<file path="config.mk">
export PLATFORM = sky130hd
export DESIGN_NAME = nia_cell
export DESIGN_NICKNAME = d
export VERILOG_FILES = /design/src/sv/nia_pkg.sv /design/src/sv/nia_cell.sv
export SDC_FILE = /design/constraint.sdc
export NUM_CORES = 1
export LEC_CHECK = 0
export BUFFER_PORTS_ARGS = -buffer_cell sky130_fd_sc_hd__buf_4
export CAP_MARGIN = 10
export CORE_AREA = 2 2 204 206
export CTS_BUF_LIST = sky130_fd_sc_hd__clkbuf_8
export DETAILED_ROUTE_END_ITERATION = 10
export DIE_AREA = 0 0 206 208
export PLACE_DENSITY = 0.63
export SETUP_SLACK_MARGIN = 0.05
export SLEW_MARGIN = 20
export SYNTH_ARGS = -nofsm -noshare
export SYNTH_HDL_FRONTEND = slang
export SYNTH_SLANG_ARGS = --single-unit
export TNS_END_PERCENT = 5
</file>
<file path="constraint.sdc">
create_clock -name clk_i -period 0.8 [get_ports clk_i]
set_clock_uncertainty 0.05 [all_clocks]
set_input_delay 0.16 -clock clk_i [delete_from_list [all_inputs] [get_ports clk_i]]
set_output_delay 0.16 -clock clk_i [all_outputs]
set_load 0.05 [all_outputs]
</file>
<file path="src/sv/nia_pkg.sv">
// ---------------------------------------------------------------------------
// nia_pkg: shared types and constants of the null-aware integer ALU
// Opcodes, request and result structs, and the payload that the cell chain
// carries from one cell to the next.
// ---------------------------------------------------------------------------
package nia_pkg;

  localparam int unsigned DataW  = 64;
  localparam int unsigned NCells = 64;  // one multiply or divide step per cell
  localparam int unsigned Latency = NCells + 2;

  localparam logic [4:0] OP_ADD     = 5'd0;
  localparam logic [4:0] OP_SUB     = 5'd1;
  localparam logic [4:0] OP_MUL     = 5'd2;
  localparam logic [4:0] OP_DIV     = 5'd3;
  localparam logic [4:0] OP_MOD     = 5'd4;
  localparam logic [4:0] OP_EQ      = 5'd5;
  localparam logic [4:0] OP_NE      = 5'd6;
  localparam logic [4:0] OP_LT      = 5'd7;
  localparam logic [4:0] OP_LE      = 5'd8;
  localparam logic [4:0] OP_GT      = 5'd9;
  localparam logic [4:0] OP_GE      = 5'd10;
  localparam logic [4:0] OP_AND     = 5'd11;
  localparam logic [4:0] OP_OR      = 5'd12;
  localparam logic [4:0] OP_ABS     = 5'd13;
  localparam logic [4:0] OP_NEG     = 5'd14;
  localparam logic [4:0] OP_NOT     = 5'd15;
  localparam logic [4:0] OP_ISNULL  = 5'd16;
  localparam logic [4:0] OP_NOTNULL = 5'd17;

  localparam logic KIND_INT  = 1'b0;
  localparam logic KIND_BOOL = 1'b1;

  // which value the back end picks
  typedef enum logic [1:0] {
    SEL_DIRECT = 2'd0,
    SEL_MUL    = 2'd1,
    SEL_DIV    = 2'd2,
    SEL_MOD    = 2'd3
  } sel_e;

  typedef struct packed {
    logic [4:0]              req_type;
    logic signed [DataW-1:0] left_value;
    logic                    left_null;
    logic                    left_kind;
    logic signed [DataW-1:0] right_value;
    logic                    right_null;
    logic                    right_kind;
  } req_t;

  typedef struct packed {
    logic signed [DataW-1:0] result_value;
    logic                    result_null;
    logic                    result_kind;
    logic                    type_error;
  } rsp_t;

  // payload handed along the cell chain
  typedef struct packed {
    sel_e             sel;
    logic [DataW-1:0] val;   // finished value for direct ops
    logic             nul;
    logic             knd;
    logic             err;
    logic             qneg;  // quotient to be negated
    logic             rneg;  // remainder to be negated
    logic [DataW-1:0] acc;   // product or partial remainder
    logic [DataW-1:0] opa;   // multiplicand, or dividend turning into quotient
    logic [DataW-1:0] opb;   // multiplier, or divisor magnitude
  } cell_t;

endpackage

</file>
<file path="src/sv/nia_cell.sv">
// ---------------------------------------------------------------------------
// nia_cell: one step of the multiply / divide chain
// Does one shift-and-add multiply step or one restoring divide step and
// hands the request on to the next cell.
// ---------------------------------------------------------------------------
module nia_cell (
  input  logic           clk_i,
  input  logic           rst_ni,
  input  logic           vld_i,
  input  nia_pkg::cell_t data_i,
  output logic           vld_o,
  output nia_pkg::cell_t data_o
);

  logic           vld_q;
  nia_pkg::cell_t data_d, data_q;
  logic [nia_pkg::DataW:0] rem_sh, rem_sub;

  // partial remainder with the next dividend bit shifted in
  assign rem_sh  = {data_i.acc, data_i.opa[nia_pkg::DataW-1]};
  assign rem_sub = rem_sh - {1'b0, data_i.opb};

  always_comb begin
    data_d = data_i;
    if (data_i.sel == nia_pkg::SEL_MUL) begin
      // add multiplicand for the current multiplier bit, wrap at 64 bits
      data_d.acc = data_i.acc + (data_i.opb[0] ? data_i.opa : '0);
      data_d.opa = {data_i.opa[nia_pkg::DataW-2:0], 1'b0};
      data_d.opb = {1'b0, data_i.opb[nia_pkg::DataW-1:1]};
    end else if (!rem_sub[nia_pkg::DataW]) begin
      data_d.acc = rem_sub[nia_pkg::DataW-1:0];
      data_d.opa = {data_i.opa[nia_pkg::DataW-2:0], 1'b1};
    end else begin
      data_d.acc = rem_sh[nia_pkg::DataW-1:0];
      data_d.opa = {data_i.opa[nia_pkg::DataW-2:0], 1'b0};
    end
  end

  always_ff @(posedge clk_i or negedge rst_ni) begin
    if (!rst_ni) begin
      vld_q <= 1'b0;
    end else begin
      vld_q <= vld_i;
    end
  end

  always_ff @(posedge clk_i) begin
    data_q <= data_d;
  end

  assign vld_o  = vld_q;
  assign data_o = data_q;

endmodule

</file>
* Word level (Yosys, flattened, before mapping)
Cells that the tools add are included.
Widths: inputs -> output; s select.
** Operators by class
- Mux-type cells :: 4
- Add/sub/neg operators :: 2
- Equal/unequal tests :: 1
** Operators by type and width (count)
- $mux 128 :: 2
- $sub 65x64->65 :: 1
- $add 64x64->64 :: 1
- $mux 64 :: 1
- $mux 63 :: 1
- $eq 2x1->1 const B :: 1
** Storage, ports and cells
- Register bits after elaboration :: 264
- Output and inout port bits :: 264
- Word-level logic and storage cells :: 20
- Input bits :: 266

* Depth between registers and ports, before layout
- Word-level depth :: 3
- Mapped depth :: 16
- Depth with buffers taken out :: 14

* Worst setup path after synthesis
OpenSTA, ideal clock, no wires.
- Kind :: input to register
- Start :: input port data_i[0] (netlist bit)
- End :: register data_q, in the netlist data_o[185]
- Required time :: 664 ps
- Arrival time :: 3340 ps
- Buffers on the path :: 3
- Setup slack :: -2676 ps
- Setup time :: 86 ps
- Cell stages on the path :: 16
- Cell sequence :: clkbuf_1 clkbuf_1 and2_1 ha_1 clkbuf_1 nor2_1 or3_1 a21oi_1 nor2b_1 or4_1 a2111oi_0 o2111ai_1 nand3_1 nand3b_1 nor4b_1 a211oi_1
** RTL lines
- start, declared :: RTL line nia_cell.sv:10 : input nia_pkg::cell_t data_i,
- end signal, assigned :: RTL line nia_cell.sv:48 : data_q <= data_d;
- end, declared :: RTL line nia_cell.sv:16 : nia_pkg::cell_t data_d, data_q;

==> impl_metrics.json <==
{
  "clk_pin_slew_worst_paths_ns": 0.07,
  "timing.final.ws_setup_ns": -2.47,
  "fin_crit_sh": 4.09,
  "yosys.area_share.simple": 0.185,
  "grt_pass1_wl_um": 119000,
  "vias": 20700,
  "fp-row-count": 74,
  "holdCritPathClass": "input port to register",
  "synth-seq-cells": 264,
  "boundaryPins": 530,
  "syn_nets": 2277,
  "critical-path-max-stage-delay_ns": 0.60,
  "slew_viol_final": 0,
  "syn_area_per_cell_um2": 8.08,
  "dp.cells": 3407,
  "gp_congestion": 0.945,
  "yosysTopAreaCell": "dfxtp_1",
  "tightest_slew_ns": 0.751,
  "hold_ws_ns": -0.0551,
  "syn2layout_area_growth_pct": 107,
  "synth-seq-area-share": 0.348,
  "critical_path.max_fanout": 23,
  "ff_latch_area_um2": 5640,
  "grt_usage": 0.357,
  "start_util": 0.375,
  "num-nets-final": 3656,
  "fin_util": 0.777,
  "synthAdderAreaFrac": 0.108,
  "synth_top_family_by_area": "compound AO/OA/AOI/OAI gates",
  "met3_usage": 0.0725,
  "drtIter0Drc": 1614,
  "synth_compound_gate_area_share": 0.236,
  "gr-total-overflow": 0,
  "crit_arrival_ns": 3.80,
  "clk_path_buf_depth": 3,
  "p_leak_uw": 0.0151,
  "vdd_drop_max_uv": 1450,
  "cts_sinks": 264,
  "grt.busiest_layer": "met2",
  "firstDrtPassIters": 5,
  "min_period_ns": 3.27,
  "timing.slew.headroom": 0.494,
  "post_route_cells_drive_above_1_share": 0.485,
  "grt_start_max_net_pins": 45,
  "core_um2": 40600,
  "maxCapViolCount": 0,
  "place_hpwl_um": 53900,
  "fp.dieH_um": 208,
  "required_ns": 1.33,
  "ctsRootBufferMaster": "clkbuf_8",
  "dieArea_um2": 42800,
  "cts_tree": "done",
  "drcViolationCount": 0,
  "yosysWarnings": 0,
  "syn_area_um2": 15200,
  "fin_cells": 3836,
  "post-place-ws_ns": -3.08,
  "htree_levels": 2,
  "synth_edf_count": 0,
  "port_buffers": 529,
  "setup_viol": 353,
  "worst_setup_path_end_kind": "register",
  "grtUsageMet2": 0.616,
  "grt_pass1_vias": 21300,
  "ant_nets": 0,
  "path_buf_inv": 2,
  "post_drt_wl_per_cell_um": 22.1,
  "criticalPathCategory": "input port to register",
  "path_cells": "bufbuf_16 > buf_12 > and2_1 > ha_1 > a21oi_1 > nor2b_1 > o21ai_0 > nand2b_1 > a21o_1 > a21o_1 > a21o_1 > a21oi_1 > o21ai_2 > and3_1 > a211oi_2",
  "rsz0062_at_grt": "yes",
  "die_w_um": 206,
  "multi_input_area_um2": 10100,
  "cts_inserted_buffers": 48,
  "hold_viol_final": 3,
  "power.density_nw_per_um2": 1760,
  "cp_common_cell": "a21o_1",
  "syn-instance-count": 1881,
  "n_fill_cell": 2583,
  "antenna_found_initial": 8,
  "muxShareOfSynthArea": 0.0138,
  "slowest_stage": "o21ai_0",
  "wl_um": 84900,
  "fmaxAchievable_mhz": 306,
  "ys.flop_type": "dfxtp_1",
  "synthXorXnorAreaFrac": 0.0622,
  "cp_top_family": "compound AO/OA/AOI/OAI gates",
  "synthArstFlopShare": 0.00379,
  "ys_types": 69,
  "cp-start-kind": "input port",
  "violations": "hold timing, setup timing",
  "ys_top_cells_by_area": "dfxtp_1 35%, ha_1 11%, nand2_1 6.3%",
  "netlist.area_leader.share": 0.346,
  "via_per_inst": 5.39,
  "status": "complete, but fails checks",
  "grtUsageMet1": 0.400
}
==> cells in the final DEF, fill, tap and decap left out, types with 61 or more instances in the layout <==
cell,netlist,layout
a21oi_1,158,135
a21o_1,79,79
dlygate4sd3_1,0,307
and2_1,74,68
nor2_1,111,107
nand2_1,257,244
buf_8,0,240
inv_1,89,98
o21ai_0,142,118
ha_1,128,107
buf_4,2,821
xnor2_1,61,61
dfxtp_2,0,255
==> per-stage QoR <==
step	power (uW)	TNS, ns	cell area (um2)
4_1_cts	53300	-301.06	30400
5_1_grt	57300	-286.65	31500
2_1_floorplan	26500	-173.74	15600
3_5_place_dp	35400	-216.32	24100
6_report	55500	-273.48	31500
3_3_place_gp	35300	-212.03	24100
==> registers in the layout (all words and copies together), names as in the netlist <==
register  cells
data_o      263
vld_o         1
==> metal layers <==
metal,share of wire,routed length [um]
met5,0.00026,22
met4,0.072,6110
met2,0.47,40200
met1,0.37,31100
met3,0.089,7520
==> power by group <==
| part | switching (uW) | leakage, uW | internal [uW] |
|---|---|---|---|
| clock network | 6670 | 0.000573 | 7790 |
| registers | 1110 | 0.00224 | 14800 |
| logic | 13300 | 0.0123 | 11700 |
==> cells in the mapped netlist, types with 4 or more instances <==
cell       number
dfxtp_1       263
nand2_1       257
a21oi_1       158
o21ai_0       142
ha_1          128
nor2_1        111
inv_1          89
a21o_1         79
clkbuf_1       77
and2_1         74
a31oi_1        61
xnor2_1        61
xor2_1         47
nand4_1        30
nand3_1        29
mux2i_1        21
o21a_1         19
and3_1         17
o21bai_1       15
or3_1          15
nor3_1         14
nand2b_1       13
a211oi_1       12
o211ai_1       11
nor2b_1        10
o31ai_1         9
nor4_1          8
buf_2           7
a2111oi_0       6
a211o_1         6
o2111ai_1       6
a221o_1         5
a31o_2          5
buf_1           5
or2_2           5
a221oi_1        4
a22oi_1         4
o22ai_1         4
==> final timing paths <==
kind	slack (ns)	end	from	depth (start not counted)
worst max-delay path	-2.47	data_o[190]$_DFF_P_	data_i[0]	15
worst min-delay path	-0.06	data_o[128]$_DFF_P_	data_i[0]	4
max in group asynchronous	0.27	vld_o$_DFF_PN0_	rst_ni	3
min in group asynchronous	0.32	vld_o$_DFF_PN0_	rst_ni	3
==> kinds of logic after synthesis <==
group                    Yosys count
flip-flops                       264
adder cells (fa/ha/maj)          130
XOR/XNOR                         108
multiplexers                      21
AO/OA/AOI/OAI                    576
buffers and inverters            182
AND/OR/NAND/NOR                  600
==> repair_timing <==
item,in CTS,in global routing
endpoints found under the setup margin,329,393
cloned,2,4
setup buffers,5,14
hold buffers,307,3
resized for setup,701,234
pin swaps,20,35
endpoints found under the hold margin,264,5
==> final cells by class <==
type | instances | area share
inverters | 89 | 0.0110
multi-input cells | 1435 | 0.320
diodes | 7 | 0.000556
well taps | 532 | 0.0211
repair buffers | 1422 | 0.436
flip-flops and latches | 264 | 0.179
clock buffers | 60 | 0.0262
clock inverters | 27 | 0.00683
(Power assumes the default switching activity.)
