--- config.mk ---
export PLATFORM = sky130hd
export DESIGN_NAME = nia_back
export DESIGN_NICKNAME = d
export VERILOG_FILES = /design/src/sv/nia_pkg.sv /design/src/sv/nia_back.sv
export SDC_FILE = /design/constraint.sdc
export NUM_CORES = 1
export LEC_CHECK = 0
export ABC_AREA = 1
export ABC_CLOCK_PERIOD_IN_PS = 1010
export BUFFER_PORTS_ARGS = -buffer_cell sky130_fd_sc_hd__buf_2
export CORE_UTILIZATION = 35
export DETAILED_ROUTE_END_ITERATION = 12
export PLACE_DENSITY = 0.65
export SLEW_MARGIN = 20
export SYNTH_ARGS = -nofsm -noshare
export SYNTH_HDL_FRONTEND = slang
export SYNTH_SLANG_ARGS = --single-unit
--- constraint.sdc ---
create_clock -name clk_i -period 1.01 [get_ports clk_i]
set_input_delay 0.202 -clock clk_i [delete_from_list [all_inputs] [get_ports clk_i]]
set_output_delay 0.202 -clock clk_i [all_outputs]
set_load 0.02 [all_outputs]
--- src/sv/nia_pkg.sv ---
// ---------------------------------------------------------------------------
// nia_pkg: shared types and constants of the null-aware integer ALU
// Opcodes, request and result structs, and the payload that the cell chain
// carries from one cell to the next.
// ---------------------------------------------------------------------------
package nia_pkg;

  localparam int unsigned DataW  = 64;
  localparam int unsigned NCells = 64;  // one multiply or divide step per cell
  localparam int unsigned Latency = NCells + 2;

  localparam logic [4:0] OP_ADD     = 5'd0;
  localparam logic [4:0] OP_SUB     = 5'd1;
  localparam logic [4:0] OP_MUL     = 5'd2;
  localparam logic [4:0] OP_DIV     = 5'd3;
  localparam logic [4:0] OP_MOD     = 5'd4;
  localparam logic [4:0] OP_EQ      = 5'd5;
  localparam logic [4:0] OP_NE      = 5'd6;
  localparam logic [4:0] OP_LT      = 5'd7;
  localparam logic [4:0] OP_LE      = 5'd8;
  localparam logic [4:0] OP_GT      = 5'd9;
  localparam logic [4:0] OP_GE      = 5'd10;
  localparam logic [4:0] OP_AND     = 5'd11;
  localparam logic [4:0] OP_OR      = 5'd12;
  localparam logic [4:0] OP_ABS     = 5'd13;
  localparam logic [4:0] OP_NEG     = 5'd14;
  localparam logic [4:0] OP_NOT     = 5'd15;
  localparam logic [4:0] OP_ISNULL  = 5'd16;
  localparam logic [4:0] OP_NOTNULL = 5'd17;

  localparam logic KIND_INT  = 1'b0;
  localparam logic KIND_BOOL = 1'b1;

  // which value the back end picks
  typedef enum logic [1:0] {
    SEL_DIRECT = 2'd0,
    SEL_MUL    = 2'd1,
    SEL_DIV    = 2'd2,
    SEL_MOD    = 2'd3
  } sel_e;

  typedef struct packed {
    logic [4:0]              req_type;
    logic signed [DataW-1:0] left_value;
    logic                    left_null;
    logic                    left_kind;
    logic signed [DataW-1:0] right_value;
    logic                    right_null;
    logic                    right_kind;
  } req_t;

  typedef struct packed {
    logic signed [DataW-1:0] result_value;
    logic                    result_null;
    logic                    result_kind;
    logic                    type_error;
  } rsp_t;

  // payload handed along the cell chain
  typedef struct packed {
    sel_e             sel;
    logic [DataW-1:0] val;   // finished value for direct ops
    logic             nul;
    logic             knd;
    logic             err;
    logic             qneg;  // quotient to be negated
    logic             rneg;  // remainder to be negated
    logic [DataW-1:0] acc;   // product or partial remainder
    logic [DataW-1:0] opa;   // multiplicand, or dividend turning into quotient
    logic [DataW-1:0] opb;   // multiplier, or divisor magnitude
  } cell_t;

endpackage

--- src/sv/nia_back.sv ---
// ---------------------------------------------------------------------------
// nia_back: result select and sign fix-up
// Picks product, quotient, remainder or the direct value and registers the
// result with its strobe.
// ---------------------------------------------------------------------------
module nia_back (
  input  logic           clk_i,
  input  logic           rst_ni,
  input  logic           vld_i,
  input  nia_pkg::cell_t data_i,
  output logic           done_o,
  output nia_pkg::rsp_t  rsp_o
);

  logic          done_q;
  nia_pkg::rsp_t rsp_d, rsp_q;

  always_comb begin
    rsp_d.result_null = data_i.nul;
    rsp_d.result_kind = data_i.knd;
    rsp_d.type_error  = data_i.err;
    case (data_i.sel)
      nia_pkg::SEL_MUL: rsp_d.result_value = data_i.acc;
      nia_pkg::SEL_DIV: rsp_d.result_value = data_i.qneg ? (~data_i.opa + 1'b1) : data_i.opa;
      nia_pkg::SEL_MOD: rsp_d.result_value = data_i.rneg ? (~data_i.acc + 1'b1) : data_i.acc;
      default:          rsp_d.result_value = data_i.val;
    endcase
  end

  always_ff @(posedge clk_i or negedge rst_ni) begin
    if (!rst_ni) begin
      done_q <= 1'b0;
    end else begin
      done_q <= vld_i;
    end
  end

  always_ff @(posedge clk_i) begin
    rsp_q <= rsp_d;
  end

  assign done_o = done_q;
  assign rsp_o  = rsp_q;

endmodule

# After elaboration in Yosys (flattened, before gate mapping)
# Cells that the tools add are included.
# classes
addsub	2
mul	0
n_div	0
magnitude_cmp	0
n_eq_ne	3
shifts	0
muxes	3
bitwise_logic	2
reduce_logical	0
# ops
cell	n
case mux 64 bit (3 select lines)	1
adder 64 x 1 -> 64 bit (second input constant)	2
2-to-1 mux 64 bit	2
inverter 64 bit	2
== test 2 bit (second input constant)	2
== test 2 x 1 -> 1 bit (second input constant)	1
# word_totals
ff_bits	68
latchBits	0
ram_bits	0
romBits	0
in_bits	266
out_inout_bits	68
wordCells	15
n_memories	0

# Logic depth before layout (Yosys ltp)
# Gate-level depths: netlist (run 1).
# depth
depth_word	4
depth_mapped	12
depth_no_buf	12

# Worst setup path after synthesis (run 1)
# No wires, ideal clock.
# synth_timing
kind	input to register
start	input data_i[64] (netlist name)
end	register rsp_q, in the netlist rsp_o[25]
arrival_time_ns	1.344
setup_slack_ns	-0.459
stages	10
path_cell_list	inv_1 ha_1 nand3_1 nor2_2 nand2_1 nor2_1 nor2_1 or2_0 nand3_1 nand4_1
# synth_lines
item	line_no	source
start: declaration	nia_back.sv:10	input nia_pkg::cell_t data_i,
end signal: assignment	nia_back.sv:39	rsp_q <= rsp_d;
end: declaration	nia_back.sv:16	nia_pkg::rsp_t rsp_d, rsp_q;

==> out/summary.log, run 1 <==
[status] outcome finished, violations left
[status] failing checks setup timing
[logic_synthesis] top cell type's share of synthesized area 0.2395
[pwr] power density normalized to cell area 804.0 nW/um^2
[hold_path] path type of the worst min-delay path primary input to flip-flop
[logic_synthesis] syn nets 1682
[critical_path] sort of element at the start of the critical path primary input
[layout] fin area 14760 sq um
[logic_synthesis] cell count after synthesis 1414
[floorplanning] y dimension of the die 148 um
[layout] share of cells above drive strength 1 0.5549
[floorplanning] area of the placeable core 20960 sq um
[flow_run] max_cap viols 0
[critical_path] worst path buffer plus inverter count 2
[placed_design] buffers added on ports 269
[logic_synthesis] Synth Area in Compound Gates 0.1110
[routing] post-detailed-routing wire length 42940 um
[layout] most common cell after layout, fill and taps aside sky130_fd_sc_hd__nand2_1
[placed_design] estimated wirelength of the detail-placed design 33560 um
[critical_path] largest fanout on the critical path 5
[cts] TritonCTS buffer count 9
[critical_path] start-to-end type of the worst setup path primary input to flip-flop
[layout] antenna diode count 0
[sta] setup repair after global routing missed its margin true
[pwr] overall power 0.01187 W
[routing] Initial DRT Pass Iterations 6
[floorplanning] IO Count 334
[logic_synthesis] Post-Synth Simple-Gate Area 0.6119
[routing] post-DR wirelength/cell 18.62 um
[logic_synthesis] Avg Synthesized Cell Area 5.276 sq um
[layout] Layout fillers 1818
[sta] Final Worst Setup Slack -0.3326 ns
[routing] total via count in the routed design 12.12k
[floorplanning] die footprint 21900 sq um
[global_routing] largest net degree at the start of global routing 40
[global_routing] total overflow reported by the global router 0
[global_routing] via count of the first global-routing pass 11.21k
[logic_synthesis] Syn. warnings 0
[global_routing] gr usage total 0.3712
[layout] nets@finish 2294
[cts] count of H-tree levels built during CTS 3
[critical_path] critical path's most frequent cell sky130_fd_sc_hd__nand2_4
[placed_design] dpl cells 2239
[logic_synthesis] dominant combinational cell family by area after synthesis simple AND/OR/NAND/NOR gates
[floorplanning] total number of placement rows 53
[logic_synthesis] proportion of synthesized chip area in sequential cells 0.1831
[logic_synthesis] parity-gate share of the synthesized area counting xor and xnor cells 0.001174
[routing] number of DRC violations after detailed routing 0
[placed_design] final estimated routing congestion in global placement 1.053
[floorplanning] chip width 148 um
[global_routing] global-route wire length before repair 61020 um
[sta] Fmax achieved 0.7448 GHz
[layout] fin cells 2306
[sta] post-route clock period utilization 1.329
[layout] most frequent cells in the layout 376 x sky130_fd_sc_hd__nand2_1, 340 x sky130_fd_sc_hd__buf_4, 186 x sky130_fd_sc_hd__buf_2, 131 x sky130_fd_sc_hd__nor2_1, 118 x sky130_fd_sc_hd__nand3_1
[sta] worst slew margin relative to its limit 0.7065
[critical_path] worst endpoint data arrival time 1.57 ns
[critical_path] largest stage delay on the critical path 0.18 ns
[pwr] VDD IR-drop max 0.7668 mV
[global_routing] number of antenna violations at the first check in global routing 0
[floorplanning] initial core utilization 0.3560
[logic_synthesis] multiplexer share of the synthesized area 0
[sta] worst-margin pin slew 0.4373 ns
[logic_synthesis] Unique masters post-synth 42
[critical_path] cell type group with the largest total delay on the critical path simple AND/OR/NAND/NOR gates
[cts] CTS tree yes
[routing] 1st-iter DRT viols 970
[logic_synthesis] fraction of the mapped netlist area in adder cells 0.003354
[layout] area growth from synthesis to layout 97.85%
[logic_synthesis] Synth area leader sky130_fd_sc_hd__nand2_1
[routing] number of vias per cell 5.258
[sta] post-layout min period 1.343 ns
[routing] remaining antenna violation count 0
[cts] register clock-pin slew on the reported worst setup and hold paths 0.07 ns
[critical_path] CP Data Required Time 1.23 ns
[sta] worst hold slack across all endpoints 0.06200 ns
[pwr] cell leakage power 6.709 nW
[logic_synthesis] post-synthesis sequential element count 68
[cts] clock sink total 68
[logic_synthesis] top area cells in the synthesized netlist sky130_fd_sc_hd__nand2_1 24%, sky130_fd_sc_hd__dfxtp_1 18%, sky130_fd_sc_hd__nor2_1 13%
[layout] share of the core filled with cells 0.7044
[critical_path] Cell Chain, Critical Path buf_6 -> clkinvlp_4 -> ha_4 -> nand3_4 -> nor2_4 -> nand2_4 -> nand2_4 -> nand2_4 -> nor2_2 -> nand2_1 -> nand3_2 -> nand4_1
[critical_path] standard cell with the maximum stage delay on the critical path sky130_fd_sc_hd__nor2_4
[sta] count of final hold-check violations 0
[critical_path] endpoint class of the critical path flip-flop
[sta] final count of negative-setup-slack endpoints 76
[cts] CTS Root Buffer Type sky130_fd_sc_hd__clkbuf_16
[placed_design] area after detailed placement 11740 sq um
[sta] max-slew violation count 0
[cts] buffers from clock root to sink, at most 2
[logic_synthesis] netlist area before placement 7461 sq um
[power breakdown]
group	total [W]	internal, W	switching, W
combinational	0.00528	0.00236	0.00292
sequential	0.00322	0.00304	0.000174
clock	0.00337	0.00194	0.00143
[per-layer routing]
layer  part of all wire  track usage
met5                  0            0
met1               0.42       0.4892
met4              0.043       0.1881
met3              0.075      0.05309
met2               0.46       0.5876
[worst min-delay path: stages]
cell	delay [ns]
sky130_fd_sc_hd__buf_2	0.07
sky130_fd_sc_hd__nand2_1	0.04
sky130_fd_sc_hd__nand4_1	0.07
[cells in the mapped netlist (all sizes together)]
cell type and n:
nand3 182, nor2 285, a31oi 6, a22oi 1, a21oi 36, o221ai 4, o211ai 3, o21ai 70
o21bai 1, o31ai 1, o22ai 1, buf 22, or2 6, nand2 494, ha 2, nand3b 18
dfxtp 67, nand4 50, xor2 1, clkinv 3, o22a 1, dfrtp 1, o2111ai 12, nor3 1
clkbuf 17, inv 129
[kinds of logic after synthesis]
logic type | count (synthesis)
AO/OA/AOI/OAI | 136
XOR/XNOR | 1
adder cells (fa/ha/maj) | 2
buffers and inverters | 171
flip-flops | 68
AND/OR/NAND/NOR | 1036
[path summary, 6_finish.rpt]
path	depth (start not counted)	from	end	slack [ns]
min in group asynchronous	2	rst_ni	done_o$_DFF_PN0_	0.16
max	12	data_i[64]	rsp_o[65]$_DFF_P_	-0.33
max in group asynchronous	2	rst_ni	done_o$_DFF_PN0_	0.76
min	3	data_i[235]	rsp_o[41]$_DFF_P_	0.06
[per-stage QoR]
step | TNS (ns) | setup WS [ns]
global route | -18.88 | -0.4197
finish | -14.20 | -0.3326
global placement | -38.48 | -0.7569
CTS | -11.70 | -0.2771
detailed placement | -39.88 | -0.8079
floorplan | -13.18 | -0.3064
[repair_timing]
action / CTS / global route
cloned: 0 / 0
hold buffers: 5 / 0
endpoints found under the setup margin: 117 / 108
gates resized for setup: 398 / 312
pin swaps: 117 / 123
buffers inserted: 22 / 31
endpoints found under the hold margin: 5 / 0
[registers in the layout (all words and copies together), names as in the netlist]
register / cells
done_o: 1
rsp_o: 67
[final cells by class]
class,count,area [sq um],area share
clock buffers,10,229.0,0.01551
multi-input cells,1175,7241,0.4905
clock inverters,6,72.57,0.004916
flip-flops and latches,68,1424,0.09646
inverters,132,553.0,0.03746
repair buffers,640,4898,0.3318
well taps,275,344.1,0.02331
Note: power is estimated with default switching activity, not from simulation.
==> run 2: changes to the inputs <==
Settings changed: RECOVER_POWER set to 50, REMOVE_ABC_BUFFERS set to 1.
==> run 2 against run 1 <==
Net effect: the run still ends with setup timing left; sequential power about the same; critical endpoint is now rsp_o[55]$_DFF_P_; power shrank 1.3%; clock power about the same; via count grew 0.69%; non-clock buffer count down 19; final area is 3.7% lower; sequential cell count stayed put; critical path type unchanged; largest cell class unchanged; sequential share of layout area grew 0.25 points; global-route usage rose by 0.11 points; first-iteration DRC count did not move; cell count shrank 0.78%.
==> out/summary.log, run 2 (synthesis results as in run 1) <==
[routing] 1st-iter DRT viols 970 [unchanged]
[critical_path] worst endpoint data arrival time 1.59 ns [+0.02 ns]
[pwr] Logic pwr share 0.440 [-0.005]
[placed_design] area after detailed placement 11430 sq um [-2.6%]
[routing] post-DR wirelength/cell 18.84 um [+1.2%]
[cts] clock sink total 68 [unchanged]
[floorplanning] chip width 148 um [unchanged]
[floorplanning] area of the placeable core 20960 sq um [unchanged]
[pwr] VDD IR-drop max 0.6593 mV [-14%]
[critical_path] CP Data Required Time 1.23 ns [about the same]
[sta] post-layout min period 1.365 ns [+0.02283 ns]
[layout] fin area 14220 sq um [-3.7%]
[pwr] proportion of power drawn by the clock network 0.288 [+0.004]
[cts] CTS tree yes
[hold_path] path type of the worst min-delay path primary input to flip-flop
[sta] setup repair after global routing missed its margin true
[sta] final count of negative-setup-slack endpoints 72 [-5.3%]
[global_routing] gr usage total 0.3723 [+0.001118]
[pwr] net switching power figure 0.004380 W [-3.1%]
[pwr] sequential cell fraction of total power 0.272 [about the same]
[routing] number of vias per cell 5.336 [+1.5%]
[sta] worst slew margin relative to its limit 0.7021 [-0.004444]
[layout] flip-flop count of the largest register, all copies and words added 67 [unchanged]
[global_routing] largest net degree at the start of global routing 41 [+2.5%]
[routing] total via count in the routed design 12.21k [+0.69%]
[critical_path] start-to-end type of the worst setup path primary input to flip-flop
[global_routing] global-route wire length before repair 61670 um [+1.1%]
[sta] max-slew violation count 0 [unchanged]
[placed_design] buffers added on ports 269 [unchanged]
[cts] buffers from clock root to sink, at most 2 [unchanged]
[flow_run] max_cap viols 0 [unchanged]
[global_routing] number of antenna violations at the first check in global routing 1 [+1]
[placed_design] estimated wirelength of the detail-placed design 33040 um [-1.6%]
[cts] TritonCTS buffer count 9 [unchanged]
[pwr] cell leakage power 6.448 nW [-3.9%]
[status] outcome finished, violations left
[layout] share of cells above drive strength 1 0.5244 [-0.03055]
[pwr] power density normalized to cell area 823.9 nW/um^2 [+2.5%]
[global_routing] via count of the first global-routing pass 11.34k [+1.1%]
[routing] Initial DRT Pass Iterations 5 [-1]
[critical_path] sort of element at the start of the critical path primary input
[floorplanning] IO Count 334 [unchanged]
[routing] remaining antenna violation count 0 [unchanged]
[pwr] net switching fraction of the power 0.3738 [-0.007157]
[cts] count of H-tree levels built during CTS 3 [unchanged]
[routing] post-detailed-routing wire length 43100 um [+0.37%]
[pwr] cell internal pwr 0.007336 W [-0.15%]
[cts] CTS Root Buffer Type sky130_fd_sc_hd__clkbuf_16
[placed_design] final estimated routing congestion in global placement 1.039 [-1.3%]
[floorplanning] y dimension of the die 148 um [unchanged]
[critical_path] endpoint class of the critical path flip-flop
[cts] register clock-pin slew on the reported worst setup and hold paths 0.06 ns [about the same]
[routing] number of DRC violations after detailed routing 0 [unchanged]
[layout] nets@finish 2275 [-0.83%]
[sta] Fmax achieved 0.7323 GHz [-1.7%]
[floorplanning] total number of placement rows 53 [unchanged]
[sta] count of final hold-check violations 0 [unchanged]
[floorplanning] initial core utilization 0.3560 [unchanged]
[layout] most frequent cells in the layout 404 x sky130_fd_sc_hd__nand2_1, 327 x sky130_fd_sc_hd__buf_4, 191 x sky130_fd_sc_hd__buf_2, 137 x sky130_fd_sc_hd__nor2_1, 117 x sky130_fd_sc_hd__nand3_1
[sta] Final Worst Setup Slack -0.3555 ns [-0.02283 ns]
[layout] area growth from synthesis to layout 90.57%
[sta] worst-margin pin slew 0.4422 ns [+0.004926 ns]
[layout] share of the core filled with cells 0.6785 [-0.02591]
[layout] most common cell after layout, fill and taps aside sky130_fd_sc_hd__nand2_1
[global_routing] total overflow reported by the global router 0 [unchanged]
[critical_path] largest fanout on the critical path 3 [-2]
[sta] worst hold slack across all endpoints 0.04703 ns [-0.01497 ns]
[sta] post-route clock period utilization 1.352 [+0.02260]
[status] failing checks setup timing
[floorplanning] die footprint 21900 sq um [unchanged]
run 2: cell types whose count changed in the layout (fill, tap and decap cells not counted), sizes merged:
cell      delta
buf         -22
diode        +1
clkinvlp     -2
clkbuf       +5
run 2: what timing repair did:
| item | 4_1_cts | 5_1_grt |
|---|---|---|
| resized for setup | 403 | 272 |
| hold buffers | 5 | 0 |
| pin swaps | 94 | 92 |
| buffers inserted | 21 | 15 |
| endpoints found under the setup margin | 109 | 97 |
| endpoints found under the hold margin | 5 | 0 |
run 2: routing by layer:
metal,vias to the layer above,share of wire,track usage
met3,145,0.086,0.04383
li1,5794,-,-
met5,-,0,0
met1,5622,0.41,0.4935
met4,0,0.044,0.1510
met2,647,0.46,0.6101
run 2: through the flow:
step                TNS (ns)  worst slack, ns  instances  power, W
detailed placement    -44.55          -0.9968       2232  0.007236
global route          -18.01          -0.3765       2288   0.01217
global placement      -42.80          -0.9309       2232  0.007204
floorplan             -38.81           -1.166       1375  0.004839
CTS                   -11.34          -0.2688       2274   0.01122
finish                -14.77          -0.3555       2288   0.01172
run 2: worst max-delay path: stages:
cell and delay [ns]:
sky130_fd_sc_hd__buf_2 0.13, sky130_fd_sc_hd__buf_4 0.17, sky130_fd_sc_hd__nor2_4 0.14, sky130_fd_sc_hd__nand2_2 0.09, sky130_fd_sc_hd__nor2_2 0.17, sky130_fd_sc_hd__inv_1 0.11
sky130_fd_sc_hd__nor2_4 0.13, sky130_fd_sc_hd__buf_6 0.13, sky130_fd_sc_hd__nand2_2 0.08, sky130_fd_sc_hd__nand2_1 0.07, sky130_fd_sc_hd__nand2_1 0.04, sky130_fd_sc_hd__nand3_1 0.06
sky130_fd_sc_hd__nand4_1 0.07
run 2: worst paths after layout:
| kind | startpoint | to | cells past startpoint |
|---|---|---|---|
| setup / recovery | data_i[141] | rsp_o[55]$_DFF_P_ | 13 |
| hold / removal | data_i[213] | rsp_o[19]$_DFF_P_ | 3 |
| max in group asynchronous | rst_ni | done_o$_DFF_PN0_ | 2 |
| min in group asynchronous | rst_ni | done_o$_DFF_PN0_ | 2 |
run 2: final cells by class:
cell class | count | area [sq um]
well taps | 275 | 344.1
diodes | 1 | 2.502
flip-flops and latches | 68 | 1406
repair buffers | 621 | 4661
clock buffers | 12 | 256.5
fillers | 1873 | 6736
inverters | 132 | 536.8
multi-input cells | 1175 | 6964
clock inverters | 4 | 47.55
run 2: power groups by stage:
stage	clock, W	sequential [W]	combinational, W
after floorplan	0	0.00353	0.00131
after detailed placement	0	0.00317	0.00407
after global routing	0.00352	0.00320	0.00545
final	0.00337	0.00319	0.00515
after global placement	0	0.00317	0.00404
after CTS	0.00342	0.00317	0.00464
